`config.mk`:
```
export PLATFORM = sky130hd
export DESIGN_NAME = rwl_incdec
export DESIGN_NICKNAME = d
export VERILOG_FILES = /design/src/sv/rwl_pkg.sv /design/src/sv/rwl_incdec.sv
export SDC_FILE = /design/constraint.sdc
export NUM_CORES = 1
export LEC_CHECK = 0
export ABC_CLOCK_PERIOD_IN_PS = 2380
export BUFFER_PORTS_ARGS = -buffer_cell sky130_fd_sc_hd__buf_2
export CORE_MARGIN = 1.5
export CORE_UTILIZATION = 40
export DETAILED_ROUTE_END_ITERATION = 6
export PLACE_DENSITY = 0.77
export SLEW_MARGIN = 10
export SYNTH_ARGS = -nofsm -noshare
export SYNTH_HDL_FRONTEND = slang
export SYNTH_SLANG_ARGS = --single-unit
```
`constraint.sdc`:
```
create_clock -name vclk -period 2.38
set_clock_uncertainty 0.05 [all_clocks]
set_input_delay 0.476 -clock vclk [all_inputs]
set_output_delay 0.476 -clock vclk [all_outputs]
set_load 0.02 [all_outputs]
```
`src/sv/rwl_pkg.sv`:
```
// types, constants and codes shared by the reader/writer lock table
// no dependencies; imported by every module of the block
package rwl_pkg;

    localparam int NUM_LOCKS      = 64;
    localparam int NUM_REQUESTERS = 8;
    localparam int MAX_DEPTH      = 255;

    localparam int ACT_W     = 2;
    localparam int REQ_W     = 3;
    localparam int LOCK_AW   = 6;
    localparam int DEPTH_W   = 8;
    localparam int CNT_W     = 4;
    localparam int TOTAL_W   = 14;
    localparam int PAIR_AW   = REQ_W + LOCK_AW;
    localparam int PAIR_DEPTH = NUM_REQUESTERS * NUM_LOCKS;

    typedef enum logic [ACT_W-1:0] {
        ACT_ACQUIRE = 2'd0,
        ACT_TRY     = 2'd1,
        ACT_RELEASE = 2'd2,
        ACT_QUERY   = 2'd3
    } action_t;

    typedef enum logic [2:0] {
        ST_GRANTED     = 3'd0,
        ST_BUSY        = 3'd1,
        ST_TRY_FAILED  = 3'd2,
        ST_CONFLICT    = 3'd3,
        ST_RELEASED    = 3'd4,
        ST_STILL_HELD  = 3'd5,
        ST_NOT_HELD    = 3'd6,
        ST_LIMIT_QUERY = 3'd7
    } status_t;

    typedef enum logic [1:0] {
        MODE_NONE   = 2'd0,
        MODE_SHARED = 2'd1,
        MODE_EXCL   = 2'd2
    } mode_t;

    typedef enum logic {
        OP_INC = 1'b0,
        OP_DEC = 1'b1
    } step_op_t;

    typedef enum logic [2:0] {
        S_CLEAR,
        S_IDLE,
        S_FETCH,
        S_DECIDE,
        S_DEPTH,
        S_TOTAL,
        S_COUNT,
        S_FINISH
    } seq_state_t;

    typedef struct packed {
        logic [ACT_W-1:0]   action;
        logic [REQ_W-1:0]   requester;
        logic [LOCK_AW-1:0] lock_index;
        logic               want_exclusive;
    } req_t;

    typedef struct packed {
        logic [2:0]         status;
        logic               held_by_me;
        logic               held_exclusive;
        logic               held_in_asked_mode;
        logic               lock_exclusive;
        logic [CNT_W-1:0]   shared_holders;
        logic [TOTAL_W-1:0] my_total_holds;
    } rsp_t;

    typedef struct packed {
        logic             excl;
        logic [CNT_W-1:0] cnt;
    } lock_entry_t;

    typedef struct packed {
        mode_t              mode;
        logic [DEPTH_W-1:0] depth;
    } pair_entry_t;

    // sequencer to table storage
    typedef struct packed {
        logic               rd;
        logic               wr;
        logic [LOCK_AW-1:0] lock_idx;
        logic [PAIR_AW-1:0] pair_idx;
        lock_entry_t        lock_wr;
        pair_entry_t        pair_wr;
    } tbl_cmd_t;

    // table storage to sequencer
    typedef struct packed {
        logic        clear_done;
        lock_entry_t lock_rd;
        pair_entry_t pair_rd;
    } tbl_rsp_t;

    // which counters the shared unit updates for the current request
    typedef struct packed {
        step_op_t op;
        logic     depth_en;
        logic     total_en;
        logic     cnt_en;
    } plan_t;

endpackage

```
`src/sv/rwl_incdec.sv`:
```
// shared increment/decrement unit used in turn for depth, total and count
// depends on rwl_pkg
module rwl_incdec
    import rwl_pkg::*;
(
    input  logic [TOTAL_W-1:0] a,
    input  step_op_t           op,
    output logic [TOTAL_W-1:0] y
);

    always_comb
    begin
        unique case (op)
            OP_INC: y = a + TOTAL_W'(1);
            OP_DEC: y = a - TOTAL_W'(1);
            default: y = a;
        endcase
    end

endmodule

```
==> results.yml <==
final_layout:
  multiInputGateArea_um2: 863.3
  layout-drive-gt1-share: 0.6966
  fin_nets: 175
  sequential_cell_total: 0
  areaGrowthSynthToFinish_pct: 130.1
  fillers: 25
  finish.cell_count_without_fillers: 161
  clock_buffer_count: 0
  num_antenna_cells: 0
  seqCellArea_um2: 0
timing:
  max_slew_violation_total_from_the_final_report: 0
  layout_setup_ws_ps: -257.8
  worstMarginPinSlew_ps: 418.5
  post-route-period-util: 1.108
  max-slew-margin-rel: 0.7138
  timing.fmax_ghz: 0.3791
  setup-violations-final: 9
  hold_viol_final: 0
  rsz0062_at_grt: "true"
  finalWorstPathRequiredPeriod_ps: 2638
route:
  routedWlPerCell_um: 26.49
  detailedRoute.firstPassIterationCount: 4
  detail_route.iter0.violations: 50
  mean_number_of_vias_per_cell: 6.963
  ant_nets: 0
  routed_wl_um: 4265
  route.detailed.drc: 0
  route.vias.total: 1121
hold_path:
  hold_path.class: "input port to output pin"
  worst_hold_startpoint: "a[0]"
place:
  portBuffers: 29
  dp.cells: 154
  post-place-ws_ps: -455.0
  place.detailed.hpwl_um: 1754
  gp_congestion: 0.7917
grt:
  grt_util_all_layers: 0.3915
  via_count_of_the_first_global_routing_pass: 1059
  number_of_antenna_violations_at_the_first_check_in_global_routing: 0
  grt_pass1_wl_um: 5361
  grt_max_degree: 8
  grt-ovfl-total: 0
worst_setup_path:
  startpoint_type: "input port"
  worstSetupStartpoint: "op"
  crit_path_top_delay_cell: "a221o_1"
  cp_slowest_stage_delay_ps: 380
  worst_path_arrival_time_ps: 2110
  timing.critical_path.to_type: "output pin"
  worstPathCellList: "buf_16 > ha_1 > a211oi_2 > o21ai_2 > a221o_1 > xor2_2 > buf_4"
  path_max_fanout: 6
  worst_ep_required_time_ps: 1850
  criticalPathCategory: "input port to output pin"
synthesis:
  synth.yosys.seq_area_share: 0
  synthesis.area_um2: 619.3
  synth.top_cell.area_share: 0.2424
  synth_area_leaders: "ha_1, xnor2_1, a211oi_1, xor2_1, a21oi_1"
  syn_nets: 106
  yosys.area.top_type: "ha_1"
  yosysWarningCount: 0
  avgSynthCellArea_um2: 7.940
  post_synth_inst_count: 78
  yosys.cell_types.count: 32
power_and_ir_drop:
  p_leak_nw: 0.6411
  worst_ir_drop_vdd_uv: 301.3
  power_per_cell_area_nw_per_um2: 394.1
floorplanning:
  dieHeight_um: 42.35
  die_area_um2: 1794
  std_cell_rows: 14
  core_area_um2: 1471
  ios: 29
  floorplan.die.width_um: 42.35
  initial_core_util: 0.4209
outcome:
  result_of_the_run: "finished with violations"
  violations: "negative setup slack"
job:
  cap_viol_max_count: 0
clock_tree:
  cts_hold_repair.buffers: 0
## cell usage after synthesis (2+ instances only)
cell       n
a211oi_1   4
nand2_1    3
a21oi_1    5
xnor2_1    8
ha_1      12
o211ai_1   2
o21ai_0    4
a21o_1     3
nand3_1    3
nor3_1     3
a221o_1    2
nor4_1     2
o21bai_1   2
and2_1     2
xor2_1     3
and3_1     3
inv_1      2
## metal layers
metal / part of all wire / global-route usage / vias to the layer above
li1: - / - / 448
met1: 0.34 / 0.4450 / 523
met2: 0.47 / 0.7354 / 97
met3: 0.084 / 0.04741 / 53
met4: 0.10 / 0.1375 / 0
met5: 0 / 0 / -
## final cells by class
class / count / area share
Inverter: 2 / 0.005268
Multi-Input combinational cell: 76 / 0.6058
Tap cell: 16 / 0.01405
Timing Repair Buffer: 67 / 0.3749
## layout by cell type (no fill, tap or decap), types with 3 or more instances in the layout
master    n
a21o_1    3
xnor2_2   3
buf_2    17
ha_1      3
xnor2_1   5
nand3_1   3
a21oi_2   3
ha_4      7
o21ai_2   3
buf_6     7
buf_4    40
## worst paths after layout
check	end	slack (ps)	cells past startpoint
worst min-delay path	y[0]	1340	4
worst max-delay path	y[11]	-260	7
## what timing repair did
action,4_1_cts,5_1_grt
buffers inserted,4,3
endpoints found under the setup margin,10,10
gates cloned,1,0
gates resized for setup,32,22
pin swaps,13,12
## worst max-delay path, delay by kind of cell
family                     cells  cell delay [ps]
AOI/OAI and AO/OA              3              840
adders and majority gates      1              320
xor gates and xnor gates       1              190
buffers and inverters          2              290
## cell families after synthesis
| group | Yosys count | share of synthesized area |
|---|---|---|
| adders and majority gates | 13 | 0.2747 |
| xor gates and xnor gates | 11 | 0.1556 |
| and+or+nand+nor | 20 | 0.1778 |
| AOI/OAI and AO/OA | 32 | 0.3798 |
| buffers and inverters | 2 | 0.01213 |
## metrics by stage
step           TNS [ps]  hold slack [ps]  power [mW]  utilization  cell area, um2
2_1_floorplan         0            978.6      0.2399            -           708.2
3_5_place_dp      -3375             1300      0.3863       0.7517            1106
6_report          -1861             1338      0.5616       0.9685            1425
3_3_place_gp      -2754             1292      0.3730       0.7517            1106
4_1_cts          -695.1             1309      0.4546       0.8844            1301
5_1_grt           -2077             1343      0.5766       0.9685            1425
## where the power goes
part           leakage (nW)  internal [mW]  switching [mW]
combinational         0.641          0.267           0.294
clock                     0              0               0
sequential                0              0               0
total                 0.641          0.267           0.294
Note: power is estimated with default switching activity, not from simulation.
